==> config.mk <==
export PLATFORM = sky130hd
export DESIGN_NAME = tst_seq
export DESIGN_NICKNAME = d
export VERILOG_FILES = /design/src/sv/assert_macros.svh /design/src/sv/tst_pkg.sv /design/src/sv/tst_seq.sv
export SDC_FILE = /design/constraint.sdc
export NUM_CORES = 1
export LEC_CHECK = 0
export ABC_AREA = 0
export BUFFER_PORTS_ARGS = -buffer_cell sky130_fd_sc_hd__buf_2
export CAP_MARGIN = 20
export CORE_AREA = 8 8 308 310
export DETAILED_ROUTE_END_ITERATION = 12
export DIE_AREA = 0 0 316 318
export PLACE_DENSITY_LB_ADDON = 0.08
export SYNTH_ARGS = -nofsm -noshare
export SYNTH_HDL_FRONTEND = slang
export SYNTH_SLANG_ARGS = --single-unit
==> constraint.sdc <==
create_clock -name i_clk -period 13.9 [get_ports i_clk]
set_input_delay 2.085 -clock i_clk [delete_from_list [all_inputs] [get_ports i_clk]]
set_output_delay 2.085 -clock i_clk [all_outputs]
set_load 0.02 [all_outputs]
==> src/sv/assert_macros.svh <==
// Assertion helpers for the signature table RTL.
// Used by files that assert on i_clk with reset i_rst_n (active low).
`ifndef ASSERT_MACROS_SVH
`define ASSERT_MACROS_SVH

// Condition holds at every edge outside reset.
`define TST_ASSERT(lbl, prop, msg) lbl: assert property (@(posedge i_clk) \
    disable iff (!i_rst_n) (prop)) else $error(msg);

// Antecedent implies consequent at the following edge.
`define TST_ASSERT_NEXT(lbl, ante, cons, msg) lbl: assert property (@(posedge i_clk) \
    disable iff (!i_rst_n) (ante) |=> (cons)) else $error(msg);

`endif

==> src/sv/tst_pkg.sv <==
// Shared types and constants for the trusted signature table.
// No dependencies; imported by tst_seq, trusted_signature_table and the testbench.
`default_nettype none

package tst_pkg;

    localparam int MAX_ENTRIES = 64;
    localparam int WORD_W      = 64;
    localparam int WORDS       = 4;
    localparam int SIG_W       = WORD_W * WORDS;
    localparam int CNT_W       = $clog2(MAX_ENTRIES + 1);
    localparam int ADDR_W      = (MAX_ENTRIES > 1) ? $clog2(MAX_ENTRIES) : 1;
    localparam int COUNT_W     = 7;
    localparam int OUT_FIELD_W = 3 + COUNT_W;
    localparam int OUT_TDATA_W = ((OUT_FIELD_W + 7) / 8) * 8;

    localparam logic OP_LOOKUP = 1'b0;
    localparam logic OP_INSERT = 1'b1;

    typedef logic [SIG_W-1:0] t_sig;

    typedef struct packed {
        logic              wr_en;
        logic [ADDR_W-1:0] wr_addr;
        t_sig              wr_data;
        logic              rd_en;
        logic [ADDR_W-1:0] rd_addr;
    } t_ram_req;

    typedef struct packed {
        logic               table_intact;
        logic [COUNT_W-1:0] entry_count;
        logic               accepted;
        logic               is_trusted;
    } t_result;

endpackage

`default_nettype wire

==> src/sv/tst_seq.sv <==
// Sequencer: takes one item, writes inserts, scans the store for lookups.
// Depends on tst_pkg; drives the tst_ram request bundle.
`default_nettype none

module tst_seq (
    input  wire                     i_clk,
    input  wire                     i_rst_n,
    input  wire                     i_in_vld,
    output logic                    o_in_rdy,
    input  wire                     i_op,
    input  wire  tst_pkg::t_sig     i_sig,
    output tst_pkg::t_ram_req       o_ram,
    input  wire  tst_pkg::t_sig     i_rd_data,
    output logic                    o_res_vld,
    input  wire                     i_res_rdy,
    output tst_pkg::t_result        o_res
);
    import tst_pkg::*;

    localparam logic [1:0] S_IDLE   = 2'd0;
    localparam logic [1:0] S_DECIDE = 2'd1;
    localparam logic [1:0] S_SCAN   = 2'd2;
    localparam logic [1:0] S_RESULT = 2'd3;

    logic [1:0]       r_state, n_state;
    logic             r_op;
    t_sig             r_sig;
    logic [CNT_W-1:0] r_count, n_count;
    logic             r_zero, n_zero;
    logic [CNT_W-1:0] r_rd_idx, n_rd_idx;
    logic             r_cmp_vld, n_cmp_vld;
    logic             r_cmp_last, n_cmp_last;
    logic             r_hit, n_hit;
    logic             r_accepted, n_accepted;
    logic             w_issue;
    logic             w_full;

    assign w_full  = (r_count >= CNT_W'(MAX_ENTRIES));
    assign w_issue = (r_state == S_SCAN) && (r_rd_idx < r_count);

    always_comb begin
        n_state    = r_state;
        n_count    = r_count;
        n_zero     = r_zero;
        n_rd_idx   = r_rd_idx;
        n_hit      = r_hit;
        n_accepted = r_accepted;
        n_cmp_vld  = w_issue;
        n_cmp_last = w_issue && (r_rd_idx == (r_count - CNT_W'(1)));

        o_ram.wr_en   = 1'b0;
        o_ram.wr_addr = r_count[ADDR_W-1:0];
        o_ram.wr_data = r_sig;
        o_ram.rd_en   = w_issue;
        o_ram.rd_addr = r_rd_idx[ADDR_W-1:0];

        unique case (r_state)
            S_IDLE: begin
                if (i_in_vld) begin
                    n_state = S_DECIDE;
                end
            end
            S_DECIDE: begin
                n_hit      = 1'b0;
                n_accepted = 1'b0;
                n_rd_idx   = '0;
                if (r_op == OP_INSERT) begin
                    n_state = S_RESULT;
                    if (!w_full) begin
                        o_ram.wr_en = 1'b1;
                        n_count     = r_count + CNT_W'(1);
                        n_accepted  = 1'b1;
                        if (r_sig == '0) begin
                            n_zero = 1'b1;
                        end
                    end
                end else if (r_count == '0) begin
                    n_state = S_RESULT;
                end else begin
                    n_state = S_SCAN;
                end
            end
            S_SCAN: begin
                if (w_issue) begin
                    n_rd_idx = r_rd_idx + CNT_W'(1);
                end
                if (r_cmp_vld && (i_rd_data == r_sig)) begin
                    n_hit   = 1'b1;
                    n_state = S_RESULT;
                end else if (r_cmp_vld && r_cmp_last) begin
                    n_state = S_RESULT;
                end
            end
            S_RESULT: begin
                if (i_res_rdy) begin
                    n_state = S_IDLE;
                end
            end
            default: n_state = S_IDLE;
        endcase
    end

    always_ff @(posedge i_clk) begin
        if (!i_rst_n) begin
            r_state    <= S_IDLE;
            r_count    <= '0;
            r_zero     <= 1'b0;
            r_rd_idx   <= '0;
            r_cmp_vld  <= 1'b0;
            r_cmp_last <= 1'b0;
            r_hit      <= 1'b0;
            r_accepted <= 1'b0;
        end else begin
            r_state    <= n_state;
            r_count    <= n_count;
            r_zero     <= n_zero;
            r_rd_idx   <= n_rd_idx;
            r_cmp_vld  <= n_cmp_vld;
            r_cmp_last <= n_cmp_last;
            r_hit      <= n_hit;
            r_accepted <= n_accepted;
        end
    end

    always_ff @(posedge i_clk) begin
        if (o_in_rdy && i_in_vld) begin
            r_op  <= i_op;
            r_sig <= i_sig;
        end
    end

    assign o_in_rdy  = (r_state == S_IDLE);
    assign o_res_vld = (r_state == S_RESULT);

    assign o_res.is_trusted   = r_hit;
    assign o_res.accepted     = r_accepted;
    assign o_res.entry_count  = COUNT_W'(r_count);
    assign o_res.table_intact = !r_zero;

endmodule

`default_nettype wire

==> results.toml <==
[critical_path]
critPathLaunch = "i_rd_data[88]"
start_kind = "input port"
arrival_ps = 5060
crit_type = "input port to flip-flop"
crit_fanout = 3
worstSetupEndpointType = "flip-flop"
cp.required_ps = 14340
reg2reg_from = "r_sig[88]"

[clock_network]
clk_path_buf_depth = 3
postCtsSetupBuffers = 0
root_buffer = "clkbuf_16"
clk_pin_slew_worst_paths_ps = 50
cts_sinks = 278
clock_latency_ps = 580
postCtsHoldBufs = 0
cts_buffers = 40
cts_tree = "yes"
cts_resized = 0
h-tree-depth = 2

[place]
routabilityCongestion = 0.8606
placed_area_um2 = 18310
io_buffers = 798
dp.final_hpwl_um = 93290

[grt]
grt_pass1_wl_um = 132800
antenna_found_initial = 85
grt_max_degree = 141
grt_usage_pct = 20.13
overflow = 0
grt_pass1_vias = 13058

[timing]
clock-skew-final_ps = 35.83
worstMarginPinSlew_ps = 1292
setup-tns-final_ps = 0
rsz0062_at_grt = "false"
min_period_ps = 4620
finalHoldViolCount = 0
holdWs_ps = 474.1
setup_violations = 0
fin_crit_sh_pct = 33.24
slew_viol_final = 0
max_freq_ghz = 0.2165
max-slew-margin-rel_pct = 13.88

[drt]
via_per_inst = 4.037
drt-pass1-iter-count = 5
dr_total_vias = 12212
wirelength_um = 105700
route.antenna.remaining_nets = 0
post_drt_wl_per_cell_um = 34.94
drtIter0Drc = 802
drcViolationCount = 0

[finish]
regArea_um2 = 8138
drive_gt1_share_pct = 47.90
synthToLayoutAreaGrowth_pct = 52.86
fillerInstances = 9924
final_cell_area_um2 = 19640
multiInputGateArea_um2 = 4239
final_nets = 2331

[synth]
synth_fp_nets = 1495
syn_area_um2 = 12850
syn-mean-instance-area_um2 = 13.33
syn_inst = 964
ys_ff_latch = 278
ys_dominant_reg_cell = "edfxtp_1"
yosysSeqAreaShare_pct = 63.32
synth_edf_count = 257
async_flop_share_pct = 0
yosysUniqueCellTypes = 53
yosysWarningCount = 0

[pwr]
vdd_drop_max_uv = 95.66
p_per_area_nw_per_um2 = 175.3
leakage_uw = 0.008024

[hold_path]
holdCritPathClass = "flip-flop to flip-flop"
min-delay-start = "r_accepted"

[die]
io_pins = 799
initial_core_util_pct = 14.34
design.core.area_um2 = 89600
num_rows = 110
dieArea_um2 = 100500
die-height_um = 318
die_w_um = 316

[job]
max_cap_viol_count = 0

[outcome]
status = "complete, no violations"
==> flip-flops by register name, indices dropped and copies added, names as in the netlist <==
name and count:
r_sig 256, r_count 7, r_rd_idx 7, r_state 2, r_accepted 1, r_cmp_last 1
r_cmp_vld 1, r_hit 1, r_op 1, r_zero 1
==> path summary, 6_finish.rpt <==
path	end	slack, ps	depth (start not counted)
worst max register to register	r_state[0]	10260	8
worst min register to register	r_accepted	470	2
worst min-delay path	r_accepted	470	2
worst max-delay path	r_state[0]	9280	9
==> logic make-up after synthesis <==
kind of cell	share of synthesized area (%)
compound gates	6.630
xor+xnor	11.59
fa+ha+maj	1.363
buf+inv	3.826
flops	63.32
mux	0.2337
simple gates	13.04
==> routing by layer <==
| metal | global-route usage (%) | routed length (um) | vias to the layer above |
|---|---|---|---|
| li1 | - | - | 5376 |
| met1 | 23.30 | 41100 | 5947 |
| met2 | 34.15 | 51260 | 635 |
| met3 | 8.038 | 10170 | 182 |
| met4 | 5.582 | 2708 | 72 |
| met5 | 0 | 458 | - |
==> where the power goes <==
group          switching (uW)  internal, uW
clock                     429           613
sequential                280          1160
combinational             666           298
==> worst max-delay path: stages <==
cell	delay, ps
buf_2	100
xnor2_1	360
nand4_1	290
nor4_2	770
nand4_1	400
nor4_1	340
and3_2	340
o21ai_1	120
o221a_1	230
==> stage by stage <==
stage,utilization [%],power (uW),std cells,setup WS (ps)
3_3_place_gp,20.42,2454,2931,8394
3_5_place_dp,20.43,2449,2933,8557
2_1_floorplan,-,1839,964,5395
6_report,21.92,3444,3025,9280
5_1_grt,21.89,3591,3013,9089
4_1_cts,21.86,3519,3004,9154
==> cells in the mapped netlist (4+ instances only) <==
| master | instances | area, um2 |
|---|---|---|
| a2111o_1 | 7 | 78.83 |
| a2111oi_0 | 6 | 52.55 |
| a21oi_1 | 8 | 40.04 |
| a221oi_1 | 8 | 70.07 |
| a22o_1 | 8 | 70.07 |
| a22oi_1 | 4 | 30.03 |
| and2_1 | 8 | 50.05 |
| buf_4 | 15 | 112.6 |
| dfxtp_1 | 21 | 420.4 |
| edfxtp_1 | 257 | 7717 |
| ha_1 | 14 | 175.2 |
| inv_1 | 95 | 356.6 |
| nand2_1 | 13 | 48.80 |
| nand2b_1 | 37 | 231.5 |
| nand3_1 | 10 | 50.05 |
| nand4_1 | 52 | 325.3 |
| nor2_1 | 7 | 26.28 |
| nor2b_1 | 30 | 187.7 |
| nor3_1 | 8 | 40.04 |
| nor4_1 | 94 | 588.1 |
| o2111ai_1 | 12 | 105.1 |
| o221ai_1 | 4 | 35.03 |
| o22ai_1 | 25 | 156.4 |
| o2bb2ai_1 | 7 | 61.31 |
| xnor2_1 | 126 | 1104 |
| xor2_1 | 44 | 385.4 |
==> cell usage in the layout (no fill, tap or decap), types with 10 or more instances in the layout <==
cell,instances
buf_2,801
clkbuf_16,41
clkinv_1,13
dfxtp_1,21
diode_2,20
edfxtp_1,257
ha_1,14
inv_1,95
nand2_1,13
nand2b_1,37
nand3_1,10
nand4_1,52
nor2b_1,30
nor4_1,92
o2111ai_1,12
o22ai_1,25
xnor2_1,126
xor2_1,44
==> final cells by class <==
class                   instances  area share (%)
diodes                         20          0.2548
clock buffers                  46           5.318
clock inverters                25           1.204
inverters                     100           1.911
multi-input cells             570           21.58
flip-flops and latches        278           41.43
well taps                    1176           7.490
repair buffers                810           20.82
Power figures use the tool's default switching activity.
