[config.mk]
export PLATFORM = sky130hd
export DESIGN_NAME = tst_ram
export DESIGN_NICKNAME = d
export VERILOG_FILES = /design/src/sv/assert_macros.svh /design/src/sv/tst_ram.sv
export SDC_FILE = /design/constraint.sdc
export NUM_CORES = 1
export LEC_CHECK = 0
export BUFFER_PORTS_ARGS = -buffer_cell sky130_fd_sc_hd__buf_2
export CELL_PAD_IN_SITES_DETAIL_PLACEMENT = 0
export CELL_PAD_IN_SITES_GLOBAL_PLACEMENT = 1
export CORE_MARGIN = 2
export CORE_UTILIZATION = 55
export CTS_BUF_LIST = sky130_fd_sc_hd__clkbuf_16
export DETAILED_ROUTE_END_ITERATION = 6
export GPL_TIMING_DRIVEN = 0
export PLACE_DENSITY = 0.82
export SLEW_MARGIN = 20
export SYNTH_ARGS = -nofsm -noshare
export SYNTH_HDL_FRONTEND = slang
export SYNTH_SLANG_ARGS = --single-unit
[constraint.sdc]
create_clock -name i_clk -period 5.4 [get_ports i_clk]
set_clock_uncertainty 0.05 [all_clocks]
set_input_delay 0.81 -clock i_clk [delete_from_list [all_inputs] [get_ports i_clk]]
set_output_delay 0.81 -clock i_clk [all_outputs]
set_load 0.01 [all_outputs]
[src/sv/assert_macros.svh]
// Assertion helpers for the signature table RTL.
// Used by files that assert on i_clk with reset i_rst_n (active low).
`ifndef ASSERT_MACROS_SVH
`define ASSERT_MACROS_SVH

// Condition holds at every edge outside reset.
`define TST_ASSERT(lbl, prop, msg) lbl: assert property (@(posedge i_clk) \
    disable iff (!i_rst_n) (prop)) else $error(msg);

// Antecedent implies consequent at the following edge.
`define TST_ASSERT_NEXT(lbl, ante, cons, msg) lbl: assert property (@(posedge i_clk) \
    disable iff (!i_rst_n) (ante) |=> (cons)) else $error(msg);

`endif

[src/sv/tst_ram.sv]
// Generic simple dual-port RAM: one write port, one registered read port.
// No dependencies.
`default_nettype none

module tst_ram #(
    parameter int WIDTH = 8,
    parameter int DEPTH = 16
) (
    input  wire                                       i_clk,
    input  wire                                       i_wr_en,
    input  wire  [((DEPTH > 1) ? $clog2(DEPTH) : 1)-1:0] i_wr_addr,
    input  wire  [WIDTH-1:0]                          i_wr_data,
    input  wire                                       i_rd_en,
    input  wire  [((DEPTH > 1) ? $clog2(DEPTH) : 1)-1:0] i_rd_addr,
    output logic [WIDTH-1:0]                          o_rd_data
);

    logic [WIDTH-1:0] r_mem [DEPTH];

    always_ff @(posedge i_clk) begin
        if (i_wr_en) begin
            r_mem[i_wr_addr] <= i_wr_data;
        end
        if (i_rd_en) begin
            o_rd_data <= r_mem[i_rd_addr];
        end
    end

endmodule

`default_nettype wire

==> results of run 1 <==
## cell usage in the layout, fill, tap and decap left out, types with 4 or more instances in the layout
cell type   instances
mux4_1             14
nor3_2              4
a22oi_1            16
buf_2              28
clkinv_1            4
clkbuf_16          17
edfxtp_1          136
mux4_2             18
clkinvlp_4          4
nand2_1             9
nor2_1             13
## cells by family (layout without fill, tap and decap cells)
kind of cell    after synthesis  count (layout)  share of synthesized area, %
mux                          32              32                          14.8
simple gates                 35              35                          3.14
compound gates               16              16                          2.30
flops                       136             136                          78.1
buf+inv                      10              65                          1.65
## worst register-to-register path, cell delays in order, from the launching register on
cell and delay, ps:
edfxtp_1 400, mux4_1 550, a22oi_1 260, nand2_1 80
## metal layers
metal	share of wire, %	GRT usage (%)	wire (um)
met5	0	0	0
met4	1.4	7.80	136
met3	6.2	6.14	601
met2	48	31.2	4580
met1	45	29.8	4320
## stage by stage
stage	worst slack [ps]	util, %	cell area (um^2)	std cells
3_3_place_gp	2550	59.7	5510	383
3_5_place_dp	2830	59.8	5530	383
4_1_cts	3260	65.4	6050	413
6_report	3280	65.5	6050	413
5_1_grt	3210	65.5	6050	413
2_1_floorplan	3050	-	5230	229
## power groups by stage
stage               Clock [mW]  Sequential, mW  Combinational [mW]
floorplan                    0            1.22              0.0600
global placement             0            1.21               0.108
detailed placement           0            1.22               0.112
CTS                       1.02            1.20               0.114
global route              1.07            1.20               0.121
finish                    1.01            1.20               0.113
## state kept, by name, indices dropped and copies added, names as in the netlist
name and count:
r_mem 128, o_rd_data 8
## area by class of cell
class                   count  area share (%)
plain buffers              10            1.43
clock buffers              17            7.03
clock inverters            13            1.53
multi-input cells          83            17.8
flip-flops and latches    136            67.5
well taps                 129            2.67
repair buffers             25            2.07
## worst min-delay path by stage
stage | start | end | depth (start not counted)
CTS | i_rd_en | o_rd_data[3] | 1
finish | i_rd_en | o_rd_data[1] | 1
global route | i_rd_en | o_rd_data[3] | 1
detailed placement | r_mem[11][3] | o_rd_data[3] | 3
floorplan | r_mem[7][0] | o_rd_data[0] | 3
global placement | r_mem[11][1] | o_rd_data[1] | 3
==> metrics list, run 1 <==
- Slew Viols, Final: 0
* Highest attainable clock frequency: 472 MHz
* Final wirelength: 9.63 mm
- Fillers: 593
* Fraction of the cycle the final worst path needs: 39.2%
- # clock sinks: 136
- DR vias/cell: 5.86
- Clock Path Buffers: 2
- Setup repair after global routing left no endpoint under its margin.
- Most area-consuming cells after synthesis: edfxtp_1 78%, mux4_2 7.8%, mux4_1 7.0%
- Total vias in the final route: 2422
- CTS Hold Buffers Added: 0
* Number of distinct library cell variants in the gate-level netlist after synthesis: 18
* Max cap viols: 0
- Measured against its own limit, the worst slew margin works out to 46.7%.
- Ratio of total power to cell area: 382 nW/um^2
- Top delay family on crit path: simple AND/OR/NAND/NOR gates
- Combined buffer and inverter count along the critical path: 1
* Post-Route Hold Slack: 688 ps
- The die is 101 um wide.
- Most used DFF post-synth: edfxtp_1
- The die covers 10300 um^2.
* Period minus WS final: 2120 ps
- Via count of the first global-routing pass: 2506
- The congestion estimate from routability-driven global placement came to 0.689.
* Yosys top cell area share: 78.1%
- First-pass detailed-route iteration total: 4
- The number of nets in the synthesized netlist is 248.
- Final TNS setup: 0 ps
* Core area: 9240 um^2
- The worst hold path belongs to the class input port to register.
* Synthesized flop and latch total: 136
* Y dimension of the die: 101 um
- After synthesis, the share of flip-flops with an asynchronous set or reset is 0%.
- FF-to-FF path depth: 3
- CTS tree: built
- Area growth, synth to finish: 15.8%
- The design draws 2.31 mW.
- Critical path's largest stage delay: 640 ps
- Cell internal power was estimated by the tool at 1.85 mW.
* Clock transition time at the flip-flop clock pins of the worst setup and hold paths: 50 ps
- Post-Syn Instances: 229
* Combined global-route utilization of all metal layers: 20.9%
- Counting buffers and inverters, the worst setup path is 3 cells deep.
- I/O pin count: 27
- Cell taking the most area after synthesis: edfxtp_1
- The initial antenna violation count was 0.
* Peak VDD IR: 192 uV
- Summing all flip-flop and latch instances after layout gives 4080 um^2.
* Type of origin of the critical path: input port
- Required time of the critical path: 5380 ps
- Worst Setup Path Type: input port to register
- The most critical setup path has its endpoint at r_mem[2][4].
- For the pin with the worst max-slew slack, the measured transition is 797 ps.
- Crit path from: i_wr_addr[2]
* Comb power frac: 4.9%
- Counting flops with a built-in enable in the synthesized netlist gives 136.
- Average wire per standard cell: 23.3 um
* Cell at the root of the clock tree: clkbuf_16
- Total number of placement rows: 35
* Share of cells above drive strength 1: 28.9%
- Global-route wire length before repair: 14.5 mm
* Setup violations, final: 0
- Clk Latency, worst-skew pair: 400 ps
- The cell area that synthesis handed to floorplanning was 5230 um^2.
- In this run the critical register-to-register path is captured at o_rd_data[0].
- At the end of the flow, the number of nets in the layout was 292.
- Footprint of the multi-input gates: 1080 um^2
- Count of input and output buffers: 25
- Crit path max fanout: 8
- The critical path goes through buf_2 -> or3b_2 -> nor2_1.
- For this design, the slowest cell found on the critical path is nor2_1.
- Sequential share of power: 51.6%
* Resized Gates After CTS: 0
- Pin count of the biggest net entering global routing: 17
* Total global routing overflow: 0
- At the worst endpoint, the arrival time is 2100 ps.
- In this run the register-to-register setup slack is 3810 ps.
- DRT iter0 DRCs: 308
* Total of warnings raised by yosys: 0
- Reported leakage power: 2.01 nW
- Net switching is 20.1% of the power.
- Worst reg2reg startpoint: r_mem[4][0]
* Library cell with the highest instance count after synthesis: edfxtp_1
- After detailed routing, the number of remaining DRC violations is 0.
* Result of the run: complete, no violations
* Starting density of the core: 56.6%
- Switching power: 465 uW
- 0 antenna diodes ended up in the layout.
* Final number of hold-violating endpoints: 0
- Maximum level of the CTS H-tree: 4
- The clock network accounts for 43.5% of the total power.
- Averaged over all synthesized cells, the footprint is 22.8 um^2.
* Number of setup buffers added after CTS: 0
- Part of the Yosys area used for sequential elements: 78.1%
* Detail Placement HPWL: 5.71 mm
- Commonest cells in the synthesized netlist: 136 x edfxtp_1, 18 x mux4_2, 16 x a22oi_1, 14 x mux4_1, 13 x nor2_1
- STA classifies the critical path endpoint as a register.
* Count of nets left with antenna violations after detail routing: 0
- Buffers inserted during clock tree synthesis total 17.
(Power assumes the default switching activity.)
==> run 2, diff against run 1 <==
- ABC_AREA: unset -> 1
- CORE_UTILIZATION: 55 -> 49
- PLACE_DENSITY: 0.82 -> 0.81
- clock period: 5.4 -> 2.05 ns (I/O delays scaled with it)
==> run 2 against run 1 <==
Effect of this change: the run now ends with design-rule violations left; sequential power rose to 2.6 times the previous value; global-route usage up 1.4 points; critical path depth stayed put; die area up 24%; setup slack worse by 2700 ps; power increased to 2.7 times the previous value; final cell count grew 81%; clock-buffer cell count is the same; synthesized area increased by 12%; flip-flop and latch count unchanged; critical path type unchanged; largest power group unchanged.
==> metrics list, run 2 <==
* Result of the run: finished with violations
- The final reports fail on design-rule violations.
* Most used cells in the layout excluding fill and tap cells: 173 x nand2_1, 136 x edfxtp_1, 102 x inv_1, 97 x nand3_1, 36 x buf_2
* Count of input and output buffers: 23 (-8.0%)
- The final cell area excluding filler cells was 6660 um^2 (+10%).
- Number of DRC violations after detailed routing: 2 (+2)
- For hold timing, the worst endpoint is o_rd_data[0].
- In this run the critical register-to-register path is launched from r_mem[11][4].
* CTS tree: built
- Count of nets left with antenna violations after detail routing: 0 (unchanged)
- Total vias in the final route: 3808 (+57%)
- Synthesized flop and latch total: 136 (unchanged)
- The tree is rooted in a clkbuf_16.
- In this run the most critical hold path is launched from i_rd_en.
- Synthesized area per cell: 10.6 um^2 (-54%)
- Commonest cells in the synthesized netlist: 173 x nand2_1, 136 x edfxtp_1, 100 x inv_1, 97 x nand3_1, 17 x nor2_1
* Destination of the worst register-to-register timing path: o_rd_data[4]
- The min-delay analysis places its worst path in the category input port to register.
* Highest attainable clock frequency: 701 MHz
* Most used DFF post-synth: edfxtp_1
- Slew Viols, Final: 0 (unchanged)
- The final-report setup violation count is 0 (unchanged).
* Share of cells above drive strength 1: 12.2% (-17 points)
- Max cap viols: 0 (unchanged)
- Clock Path Buffers: 2 (unchanged)
- The x dimension of the die is 113 um (+12%).
- Peak VDD IR: 671 uV (+250%)
- In the final layout, the registers with the most flip-flops are r_mem x128, o_rd_data x8.
* Type of origin of the critical path: input port
- Period minus WS final: 1430 ps
- The number of unique standard cell types used by synthesis is 11 (-7).
- The reported leakage power came to 2.89 nW (+44%).
- Gp weighted congestion: 0.854 (+24%)
- FF-to-FF path depth: 6 (+3)
- Cell taking the most area after synthesis: edfxtp_1
* Actual slew at the worst max-slew pin: 973 ps (+176 ps)
- The initial antenna violation count came to 0 (unchanged).
* Ratio of total power to cell area: 935 nW/um^2 (+140%)
- Leading cell type in the layout, fill and taps excluded: nand2_1
- The net count of the finished layout came to 612 (+110%).
* Average wire per standard cell: 18.1 um (-22%)
* Clock buffers created by TritonCTS: 17 (unchanged)
- Total global routing overflow: 0 (unchanged)
- Required time of the critical path: 2040 ps (-3340 ps)
- The starting density of the core came to 50.8% (-5.8 points).
- DRT iter0 DRCs: 515 (+67%)
* Worst Setup Path Type: input port to register
- The clock slew seen by the registers of the worst setup and hold paths was 50 ps (about the same).
- The hold buffer count at cts was 0 (unchanged).
- Core area: 11500 um^2 (+25%)
- Clk Latency, worst-skew pair: 420 ps (+20 ps)
* Total number of placement rows: 39 (+11%)
- Yosys top cell area share: 69.8% (-8.3 points)
- Post-synth net total: 570 (+130%)
* Y dimension of the die: 113 um (+12%)
* Setup repair after global routing missed its margin: false
* Final worst setup slack: 622 ps (-2660 ps)
* Detail Placement HPWL: 8.80 mm (+54%)
- The post-synthesis sequential area ratio is 69.8% (-8.3 points).
* Combined global-route utilization of all metal layers: 22.3% (+1.4 points)
- Final wirelength: 13.6 mm (+41%)
- The post-route setup TNS was 0 ps (unchanged).
* # clock sinks: 136 (unchanged)
- The count of flip-flops with a built-in enable after synthesis came to 136 (unchanged).
- The count of inserted antenna diode cells is 0 (unchanged).
- Of the available clock period, the critical path in the final layout requires 69.6%.
* Most area-consuming cells after synthesis: edfxtp_1 70%, nand2_1 11%, nand3_1 8.3%
* Post-Route Hold Slack: 204 ps (-484 ps)
- The worst slack at placement was 223 ps (-2600 ps).
- Post-Syn Instances: 551 (+140%)
- The number of vias per cell was 5.09 (-13%).
* Crit path max fanout: 8 (unchanged)
- The total power of the final layout came to 6.23 mW (+170%).
* Final core utilization: 57.8% (-7.7 points)
* First-pass detailed-route iteration total: 7 (+3)
- Netlist Area Pre-Place: 5850 um^2 (+12%)
- CP endpoint kind: register
- I/O pin count: 27 (unchanged)
- The post-synthesis async set-or-reset flop share was 0% (unchanged).
* Floorplan die area: 12800 um^2 (+24%)
* Pin count of the biggest net entering global routing: 17 (unchanged)
- Top reg by flops: r_mem
* Finished Layout Cells: 748 (+81%)
* Number of placed instances with taps included: 717 (+87%)
- The register-to-register setup slack was 740 ps (-3070 ps).
- The number of buffers added for setup after CTS came to 0 (unchanged).
* Number of flip-flops under the largest register name: 128 (unchanged)
- The total of warnings raised by yosys came to 0 (unchanged).
- The worst-case headroom to the max-slew limit came to 34.9% (-12 points).
- Global-route wire length before repair: 20.3 mm (+40%)
- Via count of the first global-routing pass: 3500 (+40%)
- Area growth, synth to finish: 13.9%
- The post-placement cell area was 6140 um^2 (+11%).
* Data arrival time at the worst-slack endpoint: 1420 ps (-680 ps)
* Resized Gates After CTS: 0 (unchanged)
- The number of hold-slack violations in the final timing report came to 0 (unchanged).
- The worst hold path stage count is 1 (unchanged).
* Library cell with the highest instance count after synthesis: nand2_1
* Maximum level of the CTS H-tree: 4 (unchanged)
-- run 2: cell count changes after synthesis, moves of 4 or more --
cell     delta
buf_2      +10
mux4_1     -14
inv_1     +100
nand2_1   +164
nor2_1      +4
mux4_2     -18
nor3_1      -4
nand3_1    +96
a22oi_1    -16
-- run 2: area by class of cell --
| cell class | instances | area (um^2) |
|---|---|---|
| plain buffers | 24 | 166 |
| clock buffers | 17 | 425 |
| clock inverters | 14 | 93.8 |
| fillers | 949 | 4860 |
| inverters | 102 | 383 |
| multi-input cells | 289 | 1210 |
| flip-flops and latches | 136 | 4080 |
| well taps | 143 | 179 |
| repair buffers | 23 | 115 |
-- run 2: power breakdown --
| part | total (mW) | internal (mW) | switching [mW] |
|---|---|---|---|
| Sequential | 3.15 | 3.14 | 0.0135 |
| Combinational | 0.406 | 0.117 | 0.289 |
| Clock | 2.67 | 1.62 | 1.06 |
| Total | 6.23 | 4.87 | 1.36 |
-- run 2: critical path, stage by stage --
cell      delay, ps
buf_2           120
nand3b_1        220
nor2_1          770
-- run 2: metal layers --
metal,part of all wire [%],track usage (%)
met2,45,34.0
met5,0,0
met4,2.0,8.13
met1,45,31.8
met3,8.2,4.93
-- run 2: cells by family (layout without fill, tap and decap cells) --
logic type | after synthesis | after routing | share of synthesized area [%]
and+or+nand+nor | 289 | 289 | 20.8
buffers and inverters | 126 | 180 | 9.39
DFF | 136 | 136 | 69.8
-- run 2: how the worst max path moves through the flow --
stage	slack, ps	cells past startpoint	end	start
finish	620	3	r_mem[5][0]	i_wr_addr[3]
detailed placement	220	3	r_mem[8][4]	i_wr_addr[2]
global route	550	3	r_mem[9][3]	i_wr_addr[2]
global placement	240	3	r_mem[4][0]	i_wr_addr[3]
CTS	650	3	r_mem[9][5]	i_wr_addr[2]
floorplan	740	2	r_mem[10][0]	i_wr_addr[2]
==> run 3, diff against run 2 <==
- ABC_AREA: 1 -> 0
- CORE_UTILIZATION: 49 -> 48
- PLACE_DENSITY: 0.81 -> 0.76
- clock period: 2.05 -> 1.3 ns (I/O delays scaled with it)
==> run 3 against run 2 <==
Effect of this change: the run ends with negative setup slack left; non-clock buffer count down 12; core utilization increased by 0.19 points; sequential share of layout area is 4.2 points higher; critical path depth did not move; wire length down 25%; sequential power increased by 58%; first-iteration DRC count down 68%; final cell count down 43%; clock power is 82% higher; die area down 8.4%; largest cell class unchanged.
==> metrics list, run 3 (same netlist as run 1, synthesis figures left out) <==
- Result of the run: finished with violations
* Violations in the final reports: negative setup slack
* Highest attainable clock frequency: 665 MHz
* Setup Slack @ Placement: -486 ps (-709 ps)
- The overall die height was 108 um (-4.3%).
- FF-to-FF path depth: 3 (-3)
- Worst Setup Path Type: register to register
- Final worst setup slack: -203 ps (-826 ps)
* Final number of hold-violating endpoints: 0 (unchanged)
- CP endpoint kind: register
* Actual slew at the worst max-slew pin: 900 ps (-72.4 ps)
- Number of DRC violations after detailed routing: 0 (-2)
- In this run the critical register-to-register path is captured at o_rd_data[2].
- The initial antenna violation count was 0 (unchanged).
* DRT iter0 DRCs: 166 (-68%)
* Clock buffers created by TritonCTS: 17 (unchanged)
- The number of ports placed on the die boundary came to 27 (unchanged).
- Fraction of the cycle the final worst path needs: 116%
* Clock Path Buffers: 2 (unchanged)
- The highest ir drop seen on vdd was 993 uV (+48%).
* Most used cells in the layout excluding fill and tap cells: 136 x edfxtp_1, 32 x mux4_2, 28 x buf_2, 17 x clkbuf_16, 12 x nor2_2
* Final non-filler cell area: 6230 um^2 (-6.4%)
- The number of antenna-violating nets in the routed design came to 0 (unchanged).
- The met2 track utilization from global routing was 31.6% (-2.4 points).
- The clock slew seen by the registers of the worst setup and hold paths is 60 ps (about the same).
- Setup repair after global routing missed its margin: true
- Hold path cells: 1 (unchanged)
* Max cap viols: 0 (unchanged)
- # clock sinks: 136 (unchanged)
- Post-Route Hold Slack: 87.7 ps (-116 ps)
- TritonCTS built the clock tree.
- The overall overflow remaining after global route came to 0 (unchanged).
* Crit path max fanout: 1 (-7)
- For the finished layout, the period the worst path requires is 1500 ps.
- The area of the die was 11700 um^2 (-8.4%).
- Required time of the critical path: 1400 ps (-640 ps)
* Tightest Hold Check Type: input port to register
- The net count of the finished layout was 292 (-52%).
* Type of origin of the critical path: register
- The startpoint identified for the worst hold timing path is i_rd_en.
* Setup violations, final: 8 (+8)
- The library cell used most frequently in the layout, excluding fill and tap cells, is edfxtp_1.
* Worst reg2reg startpoint: r_mem[11][2]
- The number of buffers added for setup after CTS came to 0 (unchanged).
* Met3 GRT Util: 5.61% (+0.68 points)
* Clk Latency, worst-skew pair: 410 ps (about the same)
* Number of placed instances with taps included: 394 (-45%)
- The final max-slew violation count came to 0 (unchanged).
* Count of input and output buffers: 25 (+8.7%)
- The cell sitting at the root of the clock tree is a clkbuf_16.
- The power per cell area is 1660 nW/um^2 (+78%).
- Reported leakage power: 2.01 nW (-30%)
- The number of levels the H-tree was split into was 4 (unchanged).
- Hold path endpoint: o_rd_data[6]
- Width of the die: 108 um (-4.3%)
* Via count of the first global-routing pass: 2607 (-26%)
- Average wire per standard cell: 23.9 um (+32%)
- Worst rel slew slack: 39.8% (+4.8 points)
* DR vias/cell: 5.78 (+14%)
- Number of diodes: 0 (unchanged)
* First-pass detailed-route iteration total: 4 (-3)
- Met1 track utilization from global routing: 25.3% (-6.6 points)
* Area growth, synth to finish: 19.3%
* Flop-to-flop setup slack: -200 ps (-940 ps)
* Number of flip-flops under the largest register name: 128 (unchanged)
* Placed Area: 5550 um^2 (-9.6%)
* Share of cells above drive strength 1: 42.3% (+30 points)
- The number of rows in the core area was 38 (-2.6%).
* Detail Placement HPWL: 6.20 mm (-30%)
- The vias after detailed routing is 2450 (-36%).
- The routability congestion estimate from global placement was 0.704 (-17%).
- The total routing usage reported by global routing came to 19.4% (-2.9 points).
- The maximum number of pins on one net before global-route repair came to 17 (unchanged).
- Data arrival time at the worst-slack endpoint: 1600 ps (+180 ps)
* Registers with the highest flip-flop counts: r_mem x128, o_rd_data x8
- Most used routing layer: met2
- Starting density of the core: 48.6% (-2.1 points)
- The first-pass GRT wire length is 15.5 mm (-23%).
- The number of filler cells placed in the layout came to 807 (-15%).
* Final wirelength: 10.1 mm (-25%)
- The number of non-filler instances in the completed layout is 424 (-43%).
* Total power: 10.4 mW (+66%)
* Top reg by flops: r_mem
- The core outline area is 10700 um^2 (-6.7%).
## run 3: worst max-delay path by stage
stage,startpoint,to,depth (start not counted),slack [ps]
2_1_floorplan,i_rd_addr[0],o_rd_data[1],5,-150
3_3_place_gp,i_wr_addr[1],r_mem[9][3],3,-490
3_5_place_dp,i_wr_addr[2],r_mem[11][3],3,-490
4_1_cts,r_mem[11][2],o_rd_data[2],3,-170
5_1_grt,r_mem[3][7],o_rd_data[7],3,-250
6_report,r_mem[11][2],o_rd_data[2],3,-200
## run 3: per-layer routing
metal	wire [um]	share of wire, %	up-vias
met1	4120	41	1306
met4	90	0.89	0
li1	-	-	1055
met2	5110	50	82
met3	801	7.9	7
met5	0	0	-
## run 3: repair_timing
action                     4_1_cts  5_1_grt
hold buffers                     0        0
setup endpoints to repair       63       16
pin swaps                        2        1
gates resized for setup         18        3
## run 3: final cells by class
| type | instances | area, um^2 | share of cell area, % |
|---|---|---|---|
| Sequential cell | 136 | 4080 | 65.5 |
| Multi-Input combinational cell | 83 | 1120 | 18.0 |
| Clock buffer | 17 | 425 | 6.82 |
| Clock inverter | 13 | 183 | 2.93 |
| Tap cell | 140 | 175 | 2.81 |
| Timing Repair Buffer | 25 | 125 | 2.01 |
| Buffer | 10 | 120 | 1.93 |
## run 3: per-stage QoR
stage,utilization [%],TNS [ps]
finish,58.0,-1360
detailed placement,51.6,-54950
global placement,51.6,-55370
CTS,57.9,-1310
floorplan,-,-1540
global route,58.0,-1770
## run 3: power by group
part | switching (mW) | internal, mW
logic | 0.305 | 0.218
registers | 0.0231 | 4.94
clock network | 1.70 | 3.17
total | 2.03 | 8.33
## run 3: critical path, cell delays in order, from the launching register on
cell and delay (ps):
edfxtp_1 390, mux4_2 530, a22oi_2 180, nand2_1 100
